--- config.mk ---
export PLATFORM = sky130hd
export DESIGN_NAME = sprite_row_rle_decoder
export DESIGN_NICKNAME = d
export VERILOG_FILES = /design/src/rtl/core/srle_pkg.sv /design/src/rtl/core/sprite_row_rle_decoder.sv
export SDC_FILE = /design/constraint.sdc
export NUM_CORES = 1
export LEC_CHECK = 0
export BUFFER_PORTS_ARGS = -buffer_cell sky130_fd_sc_hd__buf_4
export CELL_PAD_IN_SITES_DETAIL_PLACEMENT = 1
export CELL_PAD_IN_SITES_GLOBAL_PLACEMENT = 1
export CORE_MARGIN = 5
export CORE_UTILIZATION = 38
export CTS_BUF_LIST = sky130_fd_sc_hd__clkbuf_4 sky130_fd_sc_hd__clkbuf_8
export CTS_CLUSTER_SIZE = 20
export DETAILED_ROUTE_END_ITERATION = 8
export GPL_TIMING_DRIVEN = 0
export PLACE_DENSITY = 0.76
export SYNTH_ARGS = -nofsm -noshare
export SYNTH_HDL_FRONTEND = slang
export SYNTH_SLANG_ARGS = --single-unit
--- constraint.sdc ---
create_clock -name aclk -period 8.6 [get_ports aclk]
set_clock_uncertainty 0.2 [all_clocks]
set_input_delay 0.43 -clock aclk [delete_from_list [all_inputs] [get_ports aclk]]
set_output_delay 0.43 -clock aclk [all_outputs]
set_load 0.02 [all_outputs]
--- src/rtl/core/srle_pkg.sv ---
// ----------------------------------------------------------------------------
// srle_pkg: shared definitions for the sprite row RLE decoder
// Field widths, size limits, decode phases and the saturating offset adder.
// ----------------------------------------------------------------------------
package srle_pkg;

    // Size limits on the width and height registers.
    localparam int WIDTH_LIMIT  = 1024;
    localparam int HEIGHT_LIMIT = 1024;

    // Field widths.
    localparam int CFG_W   = 11;
    localparam int CODE_W  = 8;
    localparam int ADDR_W  = 20;
    localparam int INDEX_W = 8;
    localparam int ROW_W   = 10;
    localparam int AREA_W  = 2 * CFG_W;

    // Packed widths of the stream data words.
    localparam int S_TDATA_W = 8;
    localparam int M_TDATA_W = 40;

    // Configuration port.
    localparam int APB_AW = 3;
    localparam int APB_DW = 32;

    localparam logic [CFG_W-1:0]  WIDTH_CAP   = CFG_W'(WIDTH_LIMIT);
    localparam logic [CFG_W-1:0]  HEIGHT_CAP  = CFG_W'(HEIGHT_LIMIT);
    localparam logic [CFG_W-1:0]  WIDTH_RST   = CFG_W'(640);
    localparam logic [CFG_W-1:0]  HEIGHT_RST  = CFG_W'(480);
    localparam logic [ADDR_W-1:0] ADDR_MAX    = '1;
    localparam logic [ROW_W-1:0]  ROW_MAX     = '1;
    localparam logic [CODE_W-1:0] END_CODE    = 8'hFF;

    // Register indexes, taken from paddr[2].
    localparam logic REG_WIDTH  = 1'b0;
    localparam logic REG_HEIGHT = 1'b1;

    // Result kinds.
    localparam logic KIND_PIXEL   = 1'b0;
    localparam logic KIND_ROW_END = 1'b1;

    typedef enum logic [1:0] {
        PH_SKIP  = 2'd0,
        PH_COUNT = 2'd1,
        PH_DATA  = 2'd2
    } phase_t;

    // Add with saturation at the largest address.
    function automatic logic [ADDR_W-1:0] sat_add(input logic [ADDR_W-1:0] a,
                                                  input logic [ADDR_W-1:0] b);
        logic [ADDR_W:0] sum;
        sum = {1'b0, a} + {1'b0, b};
        return sum[ADDR_W] ? ADDR_MAX : sum[ADDR_W-1:0];
    endfunction

endpackage

--- src/rtl/core/sprite_row_rle_decoder.sv ---
// ----------------------------------------------------------------------------
// sprite_row_rle_decoder: transparent sprite run-length decoder
// Turns a stream of encoded row bytes into pixel writes and row-end items.
// ----------------------------------------------------------------------------
// Path: a byte is held in the input register, decoded, and its item is
// then held in the result register until it is taken.
// Throughput: one byte per cycle, set by the single decode step between the
// input register and the result register; a full result register with
// m_tready low holds back only a byte that makes an item.
// Reset (aresetn low, synchronous): both stages empty, decoder at the start
// of a frame, frame_width back to 640 and frame_height back to 480.
module sprite_row_rle_decoder (
    input  logic                            aclk,
    input  logic                            aresetn,

    // Encoded byte input.
    input  logic                            s_tvalid,
    output logic                            s_tready,
    input  logic [srle_pkg::S_TDATA_W-1:0]  s_tdata,   // [7:0] code_byte
    input  logic                            s_tuser,   // [0] frame_start

    // Decoded result output.
    output logic                            m_tvalid,
    input  logic                            m_tready,
    output logic [srle_pkg::M_TDATA_W-1:0]  m_tdata,   // [19:0] pixel_address,
                                                       // [27:20] pixel_index,
                                                       // [37:28] row_number,
                                                       // [38] out_of_range,
                                                       // [39] zero
    output logic                            m_tuser,   // [0] kind
    output logic                            m_tlast,   // frame_done

    // Configuration port.
    input  logic                            psel,
    input  logic                            penable,
    input  logic                            pwrite,
    input  logic [srle_pkg::APB_AW-1:0]     paddr,
    input  logic [srle_pkg::APB_DW-1:0]     pwdata,
    output logic [srle_pkg::APB_DW-1:0]     prdata,
    output logic                            pready
);
    import srle_pkg::*;

    // ------------------------------------------------------------------
    // Configuration registers. Registers sit on word addresses; only
    // paddr[2] selects between them, the byte-lane bits are ignored.
    // ------------------------------------------------------------------
    logic [CFG_W-1:0] frame_width_reg;
    logic [CFG_W-1:0] frame_height_reg;
    logic             cfg_write;

    assign pready    = 1'b1;
    assign cfg_write = psel && penable && pwrite && pready;

    always_ff @(posedge aclk) begin
        if (!aresetn) begin
            frame_width_reg  <= WIDTH_RST;
            frame_height_reg <= HEIGHT_RST;
        end else if (cfg_write) begin
            if (paddr[2] == REG_WIDTH) begin
                frame_width_reg <= pwdata[CFG_W-1:0];
            end else begin
                frame_height_reg <= pwdata[CFG_W-1:0];
            end
        end
    end

    always_comb begin
        if (paddr[2] == REG_HEIGHT) begin
            prdata = {{(APB_DW-CFG_W){1'b0}}, frame_height_reg};
        end else begin
            prdata = {{(APB_DW-CFG_W){1'b0}}, frame_width_reg};
        end
    end

    // Effective sizes after clamping, and the frame area in pixels.
    logic [CFG_W-1:0]  eff_width;
    logic [CFG_W-1:0]  eff_height;
    logic [AREA_W-1:0] area;

    assign eff_width  = (frame_width_reg  > WIDTH_CAP)  ? WIDTH_CAP  : frame_width_reg;
    assign eff_height = (frame_height_reg > HEIGHT_CAP) ? HEIGHT_CAP : frame_height_reg;
    assign area       = AREA_W'(eff_width) * AREA_W'(eff_height);

    // ------------------------------------------------------------------
    // Input register. It takes a new item whenever it is empty or its
    // current item is being decoded in this cycle.
    // ------------------------------------------------------------------
    logic              in_valid_reg;
    logic [CODE_W-1:0] in_code_reg;
    logic              in_start_reg;
    logic              proc_fire;
    logic              res_valid;
    logic              out_free;
    logic              m_valid_reg;

    assign out_free  = !m_valid_reg || m_tready;
    // An item that makes no result never waits for the output side.
    assign proc_fire = in_valid_reg && (!res_valid || out_free);
    assign s_tready  = !in_valid_reg || proc_fire;

    always_ff @(posedge aclk) begin
        if (!aresetn) begin
            in_valid_reg <= 1'b0;
        end else if (s_tready) begin
            in_valid_reg <= s_tvalid;
        end
    end

    always_ff @(posedge aclk) begin
        if (s_tready && s_tvalid) begin
            in_code_reg  <= s_tdata[CODE_W-1:0];
            in_start_reg <= s_tuser;
        end
    end

    // ------------------------------------------------------------------
    // Decoder state. A frame start clears it before the byte is decoded,
    // so the decode works on the cleared view.
    // ------------------------------------------------------------------
    phase_t            phase_reg, phase_next;
    logic [CODE_W-1:0] run_left_reg, run_left_next;
    logic [ADDR_W-1:0] pixel_offset_reg, pixel_offset_next;
    logic [ADDR_W-1:0] row_base_reg, row_base_next;
    logic [ROW_W-1:0]  row_count_reg, row_count_next;

    phase_t            cur_phase;
    logic [CODE_W-1:0] cur_run_left;
    logic [ADDR_W-1:0] cur_offset;
    logic [ADDR_W-1:0] cur_row_base;
    logic [ROW_W-1:0]  cur_row_count;
    logic [CODE_W-1:0] run_left_dec;
    logic [ADDR_W-1:0] next_row;

    assign cur_phase     = in_start_reg ? PH_SKIP : phase_reg;
    assign cur_run_left  = in_start_reg ? '0 : run_left_reg;
    assign cur_offset    = in_start_reg ? '0 : pixel_offset_reg;
    assign cur_row_base  = in_start_reg ? '0 : row_base_reg;
    assign cur_row_count = in_start_reg ? '0 : row_count_reg;
    assign run_left_dec  = cur_run_left - CODE_W'(1);
    assign next_row      = sat_add(cur_row_base, ADDR_W'(eff_width));

    // Next phase.
    always_comb begin
        unique case (cur_phase)
            PH_COUNT: begin
                phase_next = (in_code_reg == '0) ? PH_SKIP : PH_DATA;
            end
            PH_DATA: begin
                phase_next = (run_left_dec == '0) ? PH_SKIP : PH_DATA;
            end
            default: begin
                // Skip count; an unused phase code decodes the same way.
                phase_next = (in_code_reg == END_CODE) ? PH_SKIP : PH_COUNT;
            end
        endcase
    end

    // Datapath and result fields.
    logic              res_kind;
    logic [ADDR_W-1:0] res_addr;
    logic [INDEX_W-1:0] res_index;
    logic              res_done;
    logic              res_oor;

    always_comb begin
        run_left_next     = cur_run_left;
        pixel_offset_next = cur_offset;
        row_base_next     = cur_row_base;
        row_count_next    = cur_row_count;
        res_valid         = 1'b0;
        res_kind          = KIND_PIXEL;
        res_addr          = cur_offset;
        res_index         = in_code_reg;
        res_done          = 1'b0;
        res_oor           = 1'b0;
        unique case (cur_phase)
            PH_COUNT: begin
                run_left_next = in_code_reg;
            end
            PH_DATA: begin
                res_valid         = 1'b1;
                res_oor           = AREA_W'(cur_offset) >= area;
                pixel_offset_next = sat_add(cur_offset, ADDR_W'(1));
                run_left_next     = run_left_dec;
            end
            default: begin
                if (in_code_reg != END_CODE) begin
                    pixel_offset_next = sat_add(cur_offset, ADDR_W'(in_code_reg));
                end else begin
                    // Row end: jump to the start of the next row.
                    res_valid         = 1'b1;
                    res_kind          = KIND_ROW_END;
                    res_addr          = next_row;
                    res_index         = '0;
                    res_done          = ({1'b0, cur_row_count} + CFG_W'(1)) == eff_height;
                    res_oor           = AREA_W'(next_row) > area;
                    row_base_next     = next_row;
                    pixel_offset_next = next_row;
                    run_left_next     = '0;
                    if (cur_row_count < ROW_MAX) begin
                        row_count_next = cur_row_count + ROW_W'(1);
                    end
                end
            end
        endcase
    end

    always_ff @(posedge aclk) begin
        if (!aresetn) begin
            phase_reg        <= PH_SKIP;
            run_left_reg     <= '0;
            pixel_offset_reg <= '0;
            row_base_reg     <= '0;
            row_count_reg    <= '0;
        end else if (proc_fire) begin
            phase_reg        <= phase_next;
            run_left_reg     <= run_left_next;
            pixel_offset_reg <= pixel_offset_next;
            row_base_reg     <= row_base_next;
            row_count_reg    <= row_count_next;
        end
    end

    // ------------------------------------------------------------------
    // Result register.
    // ------------------------------------------------------------------
    logic [M_TDATA_W-1:0] m_tdata_reg;
    logic                 m_tuser_reg;
    logic                 m_tlast_reg;

    always_ff @(posedge aclk) begin
        if (!aresetn) begin
            m_valid_reg <= 1'b0;
        end else if (out_free) begin
            m_valid_reg <= proc_fire && res_valid;
        end
    end

    always_ff @(posedge aclk) begin
        if (out_free && proc_fire && res_valid) begin
            m_tdata_reg <= {1'b0, res_oor, cur_row_count, res_index, res_addr};
            m_tuser_reg <= res_kind;
            m_tlast_reg <= res_done;
        end
    end

    assign m_tvalid = m_valid_reg;
    assign m_tdata  = m_tdata_reg;
    assign m_tuser  = m_tuser_reg;
    assign m_tlast  = m_tlast_reg;

    // ------------------------------------------------------------------
    // Checks on the decoder's own logic.
    // ------------------------------------------------------------------
    a_data_run_nonzero: assert property (@(posedge aclk) disable iff (!aresetn)
        (phase_reg == PH_DATA) |-> (run_left_reg != '0))
        else $error("literal run phase with no bytes left");

    a_offset_not_below_base: assert property (@(posedge aclk) disable iff (!aresetn)
        pixel_offset_reg >= row_base_reg)
        else $error("pixel offset fell below the row start");

    a_done_only_on_row_end: assert property (@(posedge aclk) disable iff (!aresetn)
        (m_valid_reg && m_tlast_reg) |-> (m_tuser_reg == KIND_ROW_END))
        else $error("frame done flagged on a pixel write");

    a_row_end_index_zero: assert property (@(posedge aclk) disable iff (!aresetn)
        (m_valid_reg && m_tuser_reg == KIND_ROW_END) |-> (m_tdata_reg[27:20] == '0))
        else $error("row end carries a palette index");

    a_input_held: assert property (@(posedge aclk) disable iff (!aresetn)
        (in_valid_reg && !proc_fire) |=> in_valid_reg)
        else $error("waiting input item was dropped");

endmodule
==> impl_metrics.prom, run 1 <==
# TYPE chip_impl_metric gauge
chip_impl_metric{name="ir_worst_vdd",unit="uV"} 119
chip_impl_metric{name="worst_skew_pair.late_latency",unit="ps"} 510
chip_impl_metric{name="timing.setup.tns",unit="ps"} 0
chip_impl_metric{name="dpl.hpwl",unit="um"} 36900
chip_impl_metric{name="layout.nets",unit=""} 2037
chip_impl_info{name="synth.largest_area_cell",value="sky130_fd_sc_hd__dfxtp_1"} 1
chip_impl_metric{name="design.portCount",unit=""} 128
chip_impl_metric{name="std_cell_rows",unit=""} 68
chip_impl_metric{name="die_w",unit="um"} 197
chip_impl_metric{name="antenna_violating_nets_post_route",unit=""} 0
chip_impl_metric{name="finalCriticalPeriod",unit="ps"} 8200
chip_impl_info{name="critPathTopFamily",value="adder cells"} 1
chip_impl_metric{name="htree_num_levels",unit=""} 4
chip_impl_metric{name="clock_sinks",unit=""} 134
chip_impl_metric{name="number_of_buffers_created_by_cts",unit=""} 17
chip_impl_metric{name="synth_edf_count",unit=""} 50
chip_impl_metric{name="antennaDiodeCount",unit=""} 0
chip_impl_metric{name="synthesis_stage_register_bit_count",unit=""} 134
chip_impl_metric{name="synth_largest_type_area_fraction",unit="%"} 12.7
chip_impl_info{name="cts_tree",value="done"} 1
chip_impl_metric{name="final_layout_size_suffix_gt1_share",unit="%"} 11.0
chip_impl_metric{name="grt_start_max_net_pins",unit=""} 31
chip_impl_metric{name="core",unit="sq mm"} 0.0345
chip_impl_metric{name="grt.total_usage",unit="%"} 23.7
chip_impl_metric{name="grt_overflow",unit=""} 0
chip_impl_metric{name="fraction_of_registers_with_async_set_or_reset_after_synthesis",unit="%"} 0
chip_impl_metric{name="largest_reg_flops",unit=""} 39
chip_impl_metric{name="via_count_of_the_first_global_routing_pass",unit=""} 13200
chip_impl_metric{name="post_syn_instances",unit=""} 1639
chip_impl_metric{name="fp.dieArea",unit="sq mm"} 0.0387
chip_impl_info{name="timing.critical_path.mode_cell",value="sky130_fd_sc_hd__fa_1"} 1
chip_impl_metric{name="drt-total-wl",unit="um"} 46700
chip_impl_metric{name="power_leakage",unit="nW"} 6.65
chip_impl_metric{name="port_buf_inserts",unit=""} 80
chip_impl_metric{name="final_estimated_routing_congestion_in_global_placement",unit=""} 0.964
chip_impl_metric{name="worst_slew_pin_slew",unit="ps"} 951
chip_impl_metric{name="drt_first_pass_iters",unit=""} 5
chip_impl_info{name="status",value="completed"} 1
chip_impl_info{name="worstSetupStartpointType",value="flop"} 1
chip_impl_metric{name="fillerInstances",unit=""} 4233
chip_impl_info{name="worst_hold_path_type",value="in2reg"} 1
chip_impl_info{name="endpoint_kind",value="flop"} 1
chip_impl_metric{name="max_freq",unit="MHz"} 122
chip_impl_metric{name="final_min_period_over_clock_period",unit="%"} 95.4
chip_impl_metric{name="slew_viol_final",unit=""} 0
chip_impl_metric{name="crit_path_max_fanout",unit=""} 10
chip_impl_metric{name="setup_viol",unit=""} 0
chip_impl_info{name="synth_flop_cell",value="sky130_fd_sc_hd__dfxtp_1"} 1
chip_impl_metric{name="timing.critical_path.arrival",unit="ps"} 8280
chip_impl_info{name="synth_top_cells_by_area",value="sky130_fd_sc_hd__dfxtp_1 (13%), sky130_fd_sc_hd__fa_1 (12%), sky130_fd_sc_hd__ha_1 (11%)"} 1
chip_impl_metric{name="max-slew-margin-rel",unit="%"} 36.2
chip_impl_metric{name="cts.reportedPaths.clkPinSlew",unit="ps"} 90
chip_impl_metric{name="fin_util",unit="%"} 44.3
chip_impl_metric{name="powerDensity",unit="mW/mm^2"} 117
chip_impl_metric{name="avgRoutedWirePerCell",unit="um"} 20.8
chip_impl_metric{name="final_cell_count_no_fill",unit=""} 2251
chip_impl_metric{name="synth.cell_area",unit="sq mm"} 0.0133
chip_impl_metric{name="critPathBufInv",unit=""} 4
chip_impl_info{name="crit_slowest_cell",value="sky130_fd_sc_hd__fa_1"} 1
chip_impl_metric{name="place.detailed.instances",unit=""} 2196
chip_impl_metric{name="worst_ep_required_time",unit="ps"} 8670
chip_impl_metric{name="drt-initial-drc-count",unit=""} 753
chip_impl_metric{name="synth-seq-area-share",unit="%"} 24.0
chip_impl_metric{name="syn_avg_cell_area",unit="sq um"} 8.09
chip_impl_metric{name="synthesis.yosys.warnings",unit=""} 0
chip_impl_info{name="timing.setup.critical_path_class",value="reg2reg"} 1
chip_impl_metric{name="initial_core_utilization",unit="%"} 38.5
chip_impl_metric{name="clockBufferDepth",unit=""} 2
chip_impl_metric{name="worst_path_largest_cell_delay",unit="ps"} 590
chip_impl_info{name="ctsRootBufferMaster",value="sky130_fd_sc_hd__clkbuf_8"} 1
chip_impl_metric{name="die_y",unit="um"} 197
chip_impl_metric{name="area_growth_from_synthesis_to_final_layout",unit="%"} 15.1
chip_impl_metric{name="via_count",unit=""} 12500
chip_impl_metric{name="finalHoldViolations",unit=""} 0
chip_impl_metric{name="drt_drc_violations_left",unit=""} 0
chip_impl_metric{name="synth.distinct_cells",unit=""} 73
chip_impl_metric{name="power",unit="mW"} 1.79
chip_impl_metric{name="grt_antenna_before_repair",unit=""} 1
chip_impl_metric{name="via_per_inst",unit=""} 5.56
chip_impl_metric{name="drv.max_cap_violation_count",unit=""} 0
chip_impl_metric{name="grt_first_pass_wirelength",unit="um"} 72600
## final cells by class
class	instances	area, sq um	area share, %
Multi-Input combinational cell	1269	9140	59.9
Clock buffer	24	305	2.00
Tap cell	455	569	3.73
Timing Repair Buffer	105	851	5.58
Clock inverter	8	145	0.951
Inverter	161	609	3.99
Sequential cell	134	3180	20.9
Buffer	95	457	2.99
## timing repair
action / in CTS / in global routing
buffers inserted: 0 / 4
setup endpoints to repair: 1 / 1
gates resized for setup: 8 / 18
hold buffers: 20 / 0
pin swaps: 1 / 1
endpoints found under the hold margin: 27 / 0
## layout by cell type, fill, tap and decap left out, types with 22 or more instances in the layout
cell type and instances:
sky130_fd_sc_hd__nor2b_1 71, sky130_fd_sc_hd__nand3_1 40, sky130_fd_sc_hd__a21oi_1 74, sky130_fd_sc_hd__nand2_1 225
sky130_fd_sc_hd__clkbuf_1 60, sky130_fd_sc_hd__conb_1 23, sky130_fd_sc_hd__dfxtp_1 83, sky130_fd_sc_hd__a31oi_1 26
sky130_fd_sc_hd__inv_1 148, sky130_fd_sc_hd__o21ai_0 135, sky130_fd_sc_hd__fa_1 82, sky130_fd_sc_hd__a21boi_0 27
sky130_fd_sc_hd__nor3_1 22, sky130_fd_sc_hd__xnor2_1 38, sky130_fd_sc_hd__ha_1 121, sky130_fd_sc_hd__edfxtp_1 50
sky130_fd_sc_hd__nor2_1 119, sky130_fd_sc_hd__and2_1 26, sky130_fd_sc_hd__buf_4 107
## tightest hold or removal path, cell delays in order
cell and delay [ps]:
sky130_fd_sc_hd__buf_4 120, sky130_fd_sc_hd__nand2_1 60, sky130_fd_sc_hd__a21boi_0 70
## cells in the mapped netlist (20+ instances only)
library cell,instances
sky130_fd_sc_hd__o21ai_0,136
sky130_fd_sc_hd__and2_1,26
sky130_fd_sc_hd__edfxtp_1,50
sky130_fd_sc_hd__a22oi_1,20
sky130_fd_sc_hd__ha_1,121
sky130_fd_sc_hd__dfxtp_1,84
sky130_fd_sc_hd__xor2_1,20
sky130_fd_sc_hd__a21oi_1,74
sky130_fd_sc_hd__clkbuf_1,67
sky130_fd_sc_hd__nand3_1,40
sky130_fd_sc_hd__inv_1,154
sky130_fd_sc_hd__nor2b_1,72
sky130_fd_sc_hd__nor3_1,22
sky130_fd_sc_hd__nor2_1,121
sky130_fd_sc_hd__nand2_1,228
sky130_fd_sc_hd__xnor2_1,38
sky130_fd_sc_hd__a31oi_1,26
sky130_fd_sc_hd__buf_4,23
sky130_fd_sc_hd__a21boi_0,27
sky130_fd_sc_hd__fa_1,82
sky130_fd_sc_hd__nand2b_1,21
## per-layer routing
metal | track usage [%] | vias up | routed length [um]
met3 | 2.85 | 85 | 1930
met4 | 7.94 | 0 | 1330
met1 | 30.3 | 6252 | 20000
li1 | - | 5842 | -
met2 | 41.7 | 329 | 23500
met5 | 0 | - | 0
## kinds of logic after synthesis
kind of cell	count (synthesis)	synth area share [%]
simple gates	595	21.3
flops	134	24.0
compound gates	374	17.7
other cells	2	0.0566
mux	14	1.17
xor+xnor	59	3.95
buf+inv	257	7.95
fa+ha+maj	204	23.9
## path summary, 6_finish.rpt
path | end | start | cells past startpoint | slack (ps)
hold / removal | frame_width_reg[10] | pwdata[10] | 3 | 30
setup reg to reg | m_tdata[38] | frame_height_reg[10] | 28 | 400
setup / recovery | m_tdata[38] | frame_height_reg[10] | 28 | 400
hold reg to reg | row_base_reg[0] | row_base_reg[0] | 2 | 270
## report_power, final
part | switching (mW) | internal [mW]
clock network | 0.278 | 0.352
registers | 0.0174 | 0.671
logic | 0.292 | 0.181
total | 0.587 | 1.20
## through the flow
| stage | worst slack, ps | hold WS (ps) | area [sq um] |
|---|---|---|---|
| 6_report | 395 | 30.4 | 15300 |
| 5_1_grt | -8.78 | 19.9 | 15300 |
| 4_1_cts | 5.09 | 1.17 | 15200 |
| 3_5_place_dp | -602 | 265 | 14500 |
| 3_3_place_gp | -527 | 247 | 14500 |
| 2_1_floorplan | 1070 | 236 | 13300 |
(Power assumes the default switching activity.)
==> run 2, diff against run 1 <==
--- a/config.mk
+++ b/config.mk
@@ -14,7 +14,7 @@
 export CTS_CLUSTER_SIZE = 20
 export DETAILED_ROUTE_END_ITERATION = 8
 export GPL_TIMING_DRIVEN = 0
-export PLACE_DENSITY = 0.76
+export PLACE_DENSITY = 0.74
 export SYNTH_ARGS = -nofsm -noshare
 export SYNTH_HDL_FRONTEND = slang
 export SYNTH_SLANG_ARGS = --single-unit
==> run 2 against run 1 <==
Critical path depth rose by 1. Utilization down 0.36 points. Worst hold slack got worse by 5.6 ps. Register-to-register slack improved by 30 ps. Combinational power is essentially flat. Sequential share of layout area is 0.17 points higher. Clock power decreased by 8.7%. Largest cell class unchanged.
==> impl_metrics.prom, run 2 (synthesized netlist as in run 1, its figures left out) <==
# TYPE chip_impl_metric gauge
chip_impl_info{name="status",value="completed"} 1
chip_impl_metric{name="via_count",unit=""} 12500
chip_impl_metric{name="finalHoldViolations",unit=""} 0
chip_impl_metric{name="share_clk_of_total_power",unit="%"} 33.1
chip_impl_metric{name="final_min_period_over_clock_period",unit="%"} 95.1
chip_impl_metric{name="worst_slew_pin_slew",unit="ps"} 961
chip_impl_metric{name="std_cell_rows",unit=""} 68
chip_impl_metric{name="fin_ws",unit="ps"} 422
chip_impl_metric{name="pre_cts_ws",unit="ps"} -622
chip_impl_info{name="most-common-layout-cells",value="sky130_fd_sc_hd__nand2_1 (226), sky130_fd_sc_hd__inv_1 (151), sky130_fd_sc_hd__o21ai_0 (134), sky130_fd_sc_hd__ha_1 (121), sky130_fd_sc_hd__nor2_1 (120)"} 1
chip_impl_metric{name="design.portCount",unit=""} 128
chip_impl_metric{name="worst_path_largest_cell_delay",unit="ps"} 560
chip_impl_metric{name="via_per_inst",unit=""} 5.57
chip_impl_metric{name="initial_core_utilization",unit="%"} 38.5
chip_impl_metric{name="fillerInstances",unit=""} 4247
chip_impl_metric{name="max_freq",unit="MHz"} 122
chip_impl_metric{name="setup_viol",unit=""} 0
chip_impl_metric{name="place.detailed.instances",unit=""} 2196
chip_impl_metric{name="seq_power_share",unit="%"} 39.7
chip_impl_metric{name="final_estimated_routing_congestion_in_global_placement",unit=""} 0.967
chip_impl_metric{name="layout.area.seq",unit="sq mm"} 0.00318
chip_impl_metric{name="power.share.switching",unit="%"} 34.1
chip_impl_metric{name="p_switching",unit="uW"} 592
chip_impl_metric{name="core",unit="sq mm"} 0.0345
chip_impl_metric{name="grt_antenna_before_repair",unit=""} 1
chip_impl_metric{name="clockBufferDepth",unit=""} 2
chip_impl_info{name="timing.setup.critical_path_class",value="reg2reg"} 1
chip_impl_metric{name="timing.setup.tns",unit="ps"} 0
chip_impl_info{name="timing.critical_path.mode_cell",value="sky130_fd_sc_hd__fa_1"} 1
chip_impl_metric{name="layout.nets",unit=""} 2027
chip_impl_metric{name="ir_worst_vdd",unit="uV"} 126
chip_impl_metric{name="worst_skew_pair.late_latency",unit="ps"} 470
chip_impl_metric{name="clock_sinks",unit=""} 134
chip_impl_metric{name="die_w",unit="um"} 197
chip_impl_metric{name="area_growth_from_synthesis_to_final_layout",unit="%"} 14.1
chip_impl_metric{name="number_of_buffers_created_by_cts",unit=""} 17
chip_impl_metric{name="largest_reg_flops",unit=""} 39
chip_impl_metric{name="die_y",unit="um"} 197
chip_impl_metric{name="dpl.hpwl",unit="um"} 37800
chip_impl_metric{name="antennaDiodeCount",unit=""} 0
chip_impl_metric{name="dpl_cell_area",unit="sq mm"} 0.0145
chip_impl_metric{name="max-slew-margin-rel",unit="%"} 35.2
chip_impl_metric{name="final_cell_count_no_fill",unit=""} 2241
chip_impl_metric{name="fp.dieArea",unit="sq mm"} 0.0387
chip_impl_info{name="cts_tree",value="done"} 1
chip_impl_metric{name="reg2reg_slack",unit="ps"} 420
chip_impl_metric{name="grt_overflow",unit=""} 0
chip_impl_info{name="ctsRootBufferMaster",value="sky130_fd_sc_hd__clkbuf_8"} 1
chip_impl_metric{name="post-cts-setup-buffer-count",unit=""} 0
chip_impl_info{name="crit_slowest_cell",value="sky130_fd_sc_hd__fa_1"} 1
chip_impl_metric{name="drt_first_pass_iters",unit=""} 5
chip_impl_info{name="critPathTopFamily",value="adder cells"} 1
chip_impl_metric{name="critPathBufInv",unit=""} 5
chip_impl_metric{name="share_comb_of_total_power",unit="%"} 27.2
chip_impl_metric{name="grt_start_max_net_pins",unit=""} 31
chip_impl_metric{name="worst_ep_required_time",unit="ps"} 8630
chip_impl_metric{name="crit_path_max_fanout",unit=""} 10
chip_impl_metric{name="drt-total-wl",unit="um"} 47300
chip_impl_metric{name="final_design_area_no_fill",unit="sq mm"} 0.0151
chip_impl_metric{name="htree_num_levels",unit=""} 4
chip_impl_info{name="rsz_0062_raised_after_global_routing",value="no"} 1
chip_impl_metric{name="grt_first_pass_wirelength",unit="um"} 73500
chip_impl_metric{name="grt.total_usage",unit="%"} 24.1
chip_impl_info{name="endpoint_kind",value="flop"} 1
chip_impl_metric{name="final_layout_size_suffix_gt1_share",unit="%"} 10.8
chip_impl_metric{name="drt-initial-drc-count",unit=""} 606
chip_impl_metric{name="avgRoutedWirePerCell",unit="um"} 21.1
chip_impl_metric{name="multi_input_comb_area",unit="sq mm"} 0.00915
chip_impl_metric{name="power_leakage",unit="nW"} 6.60
chip_impl_metric{name="timing.critical_path.arrival",unit="ps"} 8210
chip_impl_metric{name="power",unit="mW"} 1.73
chip_impl_metric{name="port_buf_inserts",unit=""} 80
chip_impl_metric{name="cts.reportedPaths.clkPinSlew",unit="ps"} 90
chip_impl_metric{name="drv.max_cap_violation_count",unit=""} 0
chip_impl_info{name="worst_hold_path_type",value="in2reg"} 1
chip_impl_metric{name="powerDensity",unit="mW/mm^2"} 115
chip_impl_metric{name="finalCriticalPeriod",unit="ps"} 8180
chip_impl_metric{name="slew_viol_final",unit=""} 0
chip_impl_metric{name="via_count_of_the_first_global_routing_pass",unit=""} 13100
chip_impl_metric{name="drt_drc_violations_left",unit=""} 0
chip_impl_info{name="worstSetupStartpointType",value="flop"} 1
chip_impl_metric{name="antenna_violating_nets_post_route",unit=""} 0
chip_impl_metric{name="power.internal",unit="mW"} 1.14
chip_impl_info{name="layout.cells.most_common",value="sky130_fd_sc_hd__nand2_1"} 1
-- run 2: per-stage QoR --
stage                     hold slack, ps  util, %
after global routing                11.7     43.9
after CTS                           5.07     43.8
after floorplan                      236        -
after global placement               249     42.1
final                               24.8     43.9
after detailed placement             272     42.2
-- run 2: routing by layer --
metal,vias up,routed length [um],GRT usage (%)
met5,-,0,0
met4,0,2000,9.99
met3,92,1910,2.96
met2,328,23100,41.3
met1,6260,20300,30.8
li1,5809,-,-
-- run 2: power groups by stage --
stage	registers (mW)	logic (mW)	clock network (mW)
after floorplan	0.695	0.315	0
after global placement	0.701	0.437	0
after detailed placement	0.702	0.454	0
after CTS	0.687	0.464	0.581
after global routing	0.690	0.519	0.612
final	0.688	0.471	0.575
-- run 2: final timing paths --
check                       startpoint             endpoint  cells after the start
setup reg to reg  frame_height_reg[10]          m_tdata[38]                     29
setup / recovery  frame_height_reg[10]          m_tdata[38]                     29
hold reg to reg           phase_reg[0]         phase_reg[0]                      2
hold / removal              pwdata[10]  frame_width_reg[10]                      3
-- run 2: cell type report --
class / instances / area share (%)
Clock buffer: 19 / 1.65
Buffer: 95 / 3.03
Multi-Input combinational cell: 1269 / 60.5
Timing Repair Buffer: 95 / 5.03
Tap cell: 455 / 3.76
Sequential cell: 134 / 21.0
Clock inverter: 13 / 1.03
Inverter: 161 / 4.00
-- run 2: worst min-delay path, cell delays in order --
cell                       delay [ps]
sky130_fd_sc_hd__buf_4            120
sky130_fd_sc_hd__nand2_1           40
sky130_fd_sc_hd__a21boi_0          60
-- run 2: what timing repair did --
action	in CTS	in global routing
hold endpoints to repair	15	0
pin swaps	0	0
setup endpoints to repair	1	1
hold buffers	14	0
gates resized for setup	10	22
==> run 3, diff against run 2 <==
--- a/config.mk
+++ b/config.mk
@@ -10,7 +10,7 @@
 export CELL_PAD_IN_SITES_GLOBAL_PLACEMENT = 1
 export CORE_MARGIN = 5
 export CORE_UTILIZATION = 38
-export CTS_BUF_LIST = sky130_fd_sc_hd__clkbuf_4 sky130_fd_sc_hd__clkbuf_8
+export CTS_BUF_LIST = sky130_fd_sc_hd__clkbuf_8
 export CTS_CLUSTER_SIZE = 20
 export DETAILED_ROUTE_END_ITERATION = 8
 export GPL_TIMING_DRIVEN = 0
==> run 3 against run 2 <==
Non-clock buffer count unchanged. Sequential share of layout area is essentially flat. Cell area about the same. Largest cell class unchanged.
==> impl_metrics.prom, run 3 (synthesized netlist as in run 1, its figures left out) <==
# TYPE chip_impl_metric gauge
chip_impl_info{name="layout.cells.most_common",value="sky130_fd_sc_hd__nand2_1"} 1
chip_impl_metric{name="die_y",unit="um"} 197
chip_impl_metric{name="grt_overflow",unit=""} 0
chip_impl_info{name="rsz_0062_raised_after_global_routing",value="no"} 1
chip_impl_metric{name="setup_viol",unit=""} 0
chip_impl_metric{name="antenna_violating_nets_post_route",unit=""} 0
chip_impl_metric{name="cts.reportedPaths.clkPinSlew",unit="ps"} 90
chip_impl_metric{name="dr_wl_met2",unit="um"} 23100
chip_impl_metric{name="finalCriticalPeriod",unit="ps"} 8190
chip_impl_metric{name="drt_first_pass_iters",unit=""} 7
chip_impl_info{name="status",value="completed"} 1
chip_impl_metric{name="dpl.hpwl",unit="um"} 37800
chip_impl_metric{name="drt_drc_violations_left",unit=""} 0
chip_impl_metric{name="power",unit="mW"} 1.73
chip_impl_metric{name="met3_wire_len",unit="um"} 2310
chip_impl_metric{name="via_per_inst",unit=""} 5.61
chip_impl_metric{name="slew_viol_final",unit=""} 0
chip_impl_metric{name="clockBufferDepth",unit=""} 2
chip_impl_metric{name="max_freq",unit="MHz"} 122
chip_impl_metric{name="initial_core_utilization",unit="%"} 38.5
chip_impl_metric{name="final_estimated_routing_congestion_in_global_placement",unit=""} 0.967
chip_impl_metric{name="fp.dieArea",unit="sq mm"} 0.0387
chip_impl_info{name="timing.critical_path.mode_cell",value="sky130_fd_sc_hd__fa_1"} 1
chip_impl_metric{name="antennaDiodeCount",unit=""} 0
chip_impl_metric{name="grt_start_max_net_pins",unit=""} 31
chip_impl_metric{name="m1WireLength",unit="um"} 19900
chip_impl_metric{name="final_layout_size_suffix_gt1_share",unit="%"} 10.7
chip_impl_info{name="timing.setup.critical_path_class",value="reg2reg"} 1
chip_impl_metric{name="worst_slew_pin_slew",unit="ps"} 962
chip_impl_info{name="ctsRootBufferMaster",value="sky130_fd_sc_hd__clkbuf_8"} 1
chip_impl_metric{name="number_of_buffers_created_by_cts",unit=""} 17
chip_impl_metric{name="drt-total-wl",unit="um"} 47300
chip_impl_metric{name="final_min_period_over_clock_period",unit="%"} 95.2
chip_impl_metric{name="port_buf_inserts",unit=""} 80
chip_impl_metric{name="powerDensity",unit="mW/mm^2"} 114
chip_impl_metric{name="die_w",unit="um"} 197
chip_impl_metric{name="via_count_of_the_first_global_routing_pass",unit=""} 13100
chip_impl_info{name="most-common-layout-cells",value="sky130_fd_sc_hd__nand2_1 (226), sky130_fd_sc_hd__inv_1 (153), sky130_fd_sc_hd__o21ai_0 (134), sky130_fd_sc_hd__ha_1 (121), sky130_fd_sc_hd__nor2_1 (120)"} 1
chip_impl_metric{name="grt_first_pass_wirelength",unit="um"} 73400
chip_impl_metric{name="finalHoldViolations",unit=""} 0
chip_impl_info{name="route.top_layer_used",value="met4"} 1
chip_impl_metric{name="area_growth_from_synthesis_to_final_layout",unit="%"} 14.1
chip_impl_metric{name="largest_reg_flops",unit=""} 39
chip_impl_metric{name="power_leakage",unit="nW"} 6.60
chip_impl_metric{name="drt-initial-drc-count",unit=""} 594
chip_impl_metric{name="max-slew-margin-rel",unit="%"} 35.2
chip_impl_metric{name="timing.critical_path.arrival",unit="ps"} 8230
chip_impl_metric{name="htree_num_levels",unit=""} 4
chip_impl_metric{name="design.portCount",unit=""} 128
chip_impl_info{name="crit_slowest_cell",value="sky130_fd_sc_hd__fa_1"} 1
chip_impl_metric{name="drv.max_cap_violation_count",unit=""} 0
chip_impl_info{name="worstSetupStartpointType",value="flop"} 1
chip_impl_metric{name="via_count",unit=""} 12600
chip_impl_metric{name="layout.nets",unit=""} 2027
chip_impl_metric{name="grt.total_usage",unit="%"} 24.1
chip_impl_metric{name="avgRoutedWirePerCell",unit="um"} 21.1
chip_impl_metric{name="clock_sinks",unit=""} 134
chip_impl_metric{name="ir_worst_vdd",unit="uV"} 126
chip_impl_info{name="endpoint_kind",value="flop"} 1
chip_impl_metric{name="worst_ep_required_time",unit="ps"} 8640
chip_impl_metric{name="std_cell_rows",unit=""} 68
chip_impl_metric{name="worst_skew_pair.late_latency",unit="ps"} 480
chip_impl_metric{name="worst_path_largest_cell_delay",unit="ps"} 560
chip_impl_metric{name="core",unit="sq mm"} 0.0345
chip_impl_metric{name="fin_util",unit="%"} 43.9
chip_impl_metric{name="crit_path_max_fanout",unit=""} 10
chip_impl_info{name="cts_tree",value="done"} 1
chip_impl_info{name="worst_hold_path_type",value="in2reg"} 1
chip_impl_metric{name="grt_antenna_before_repair",unit=""} 1
[run 3: changes by cell type in the layout (fill, tap and decap cells not counted)]
cell                       change
sky130_fd_sc_hd__clkbuf_4      -2
sky130_fd_sc_hd__inv_1         +2
[run 3: cell type report]
cell class	instances	area, sq um
Clock inverter	15	163
Fill cell	4252	19300
Timing Repair Buffer	95	761
Inverter	161	606
Tap cell	455	569
Clock buffer	17	234
Multi-Input combinational cell	1269	9150
Sequential cell	134	3180
Buffer	95	459
[run 3: worst paths after layout]
path,from,to,slack [ps],cells after the start
hold / removal,pwdata[0],frame_height_reg[0],20,3
setup / recovery,frame_height_reg[10],m_tdata[38],410,29
setup reg to reg,frame_height_reg[10],m_tdata[38],410,29
hold reg to reg,phase_reg[0],phase_reg[0],290,2
[run 3: layer usage]
| metal | vias up | GRT usage (%) |
|---|---|---|
| met5 | - | 0 |
| met3 | 99 | 2.96 |
| li1 | 5815 | - |
| met4 | 0 | 10.1 |
| met1 | 6260 | 30.8 |
| met2 | 388 | 41.3 |
[run 3: worst max-delay path: cells and delay by family, from the launching register on]
kind	cells	cell delay, ps
and+or+nand+nor	8	1160
xor gates and xnor gates	1	260
buffers and inverters	5	730
DFF	1	380
adders and majority gates	8	3630
AOI/OAI and AO/OA	7	1610
[run 3: what timing repair did]
item,CTS,global route
endpoints found under the setup margin,1,1
hold buffers,14,0
endpoints found under the hold margin,15,0
gates resized for setup,10,22
setup buffers,0,0
[run 3: power by group]
group	internal, mW	switching [mW]	leakage (nW)
Combinational	0.178	0.293	5.24
Clock	0.284	0.284	0.217
Sequential	0.671	0.0176	1.15
Total	1.13	0.594	6.60
[run 3: through the flow]
| stage | area, sq um | setup WS [ps] | std cells | hold WS (ps) | setup TNS [ps] |
|---|---|---|---|---|---|
| floorplan | 13300 | 1070 | 1660 | 236 | 0 |
| global placement | 14500 | -548 | 2195 | 249 | -548 |
| detailed placement | 14500 | -622 | 2196 | 272 | -622 |
| CTS | 15100 | 9.69 | 2241 | 1.39 | 0 |
| global route | 15100 | 7.88 | 2241 | 15.9 | 0 |
| finish | 15100 | 411 | 2241 | 17.9 | 0 |
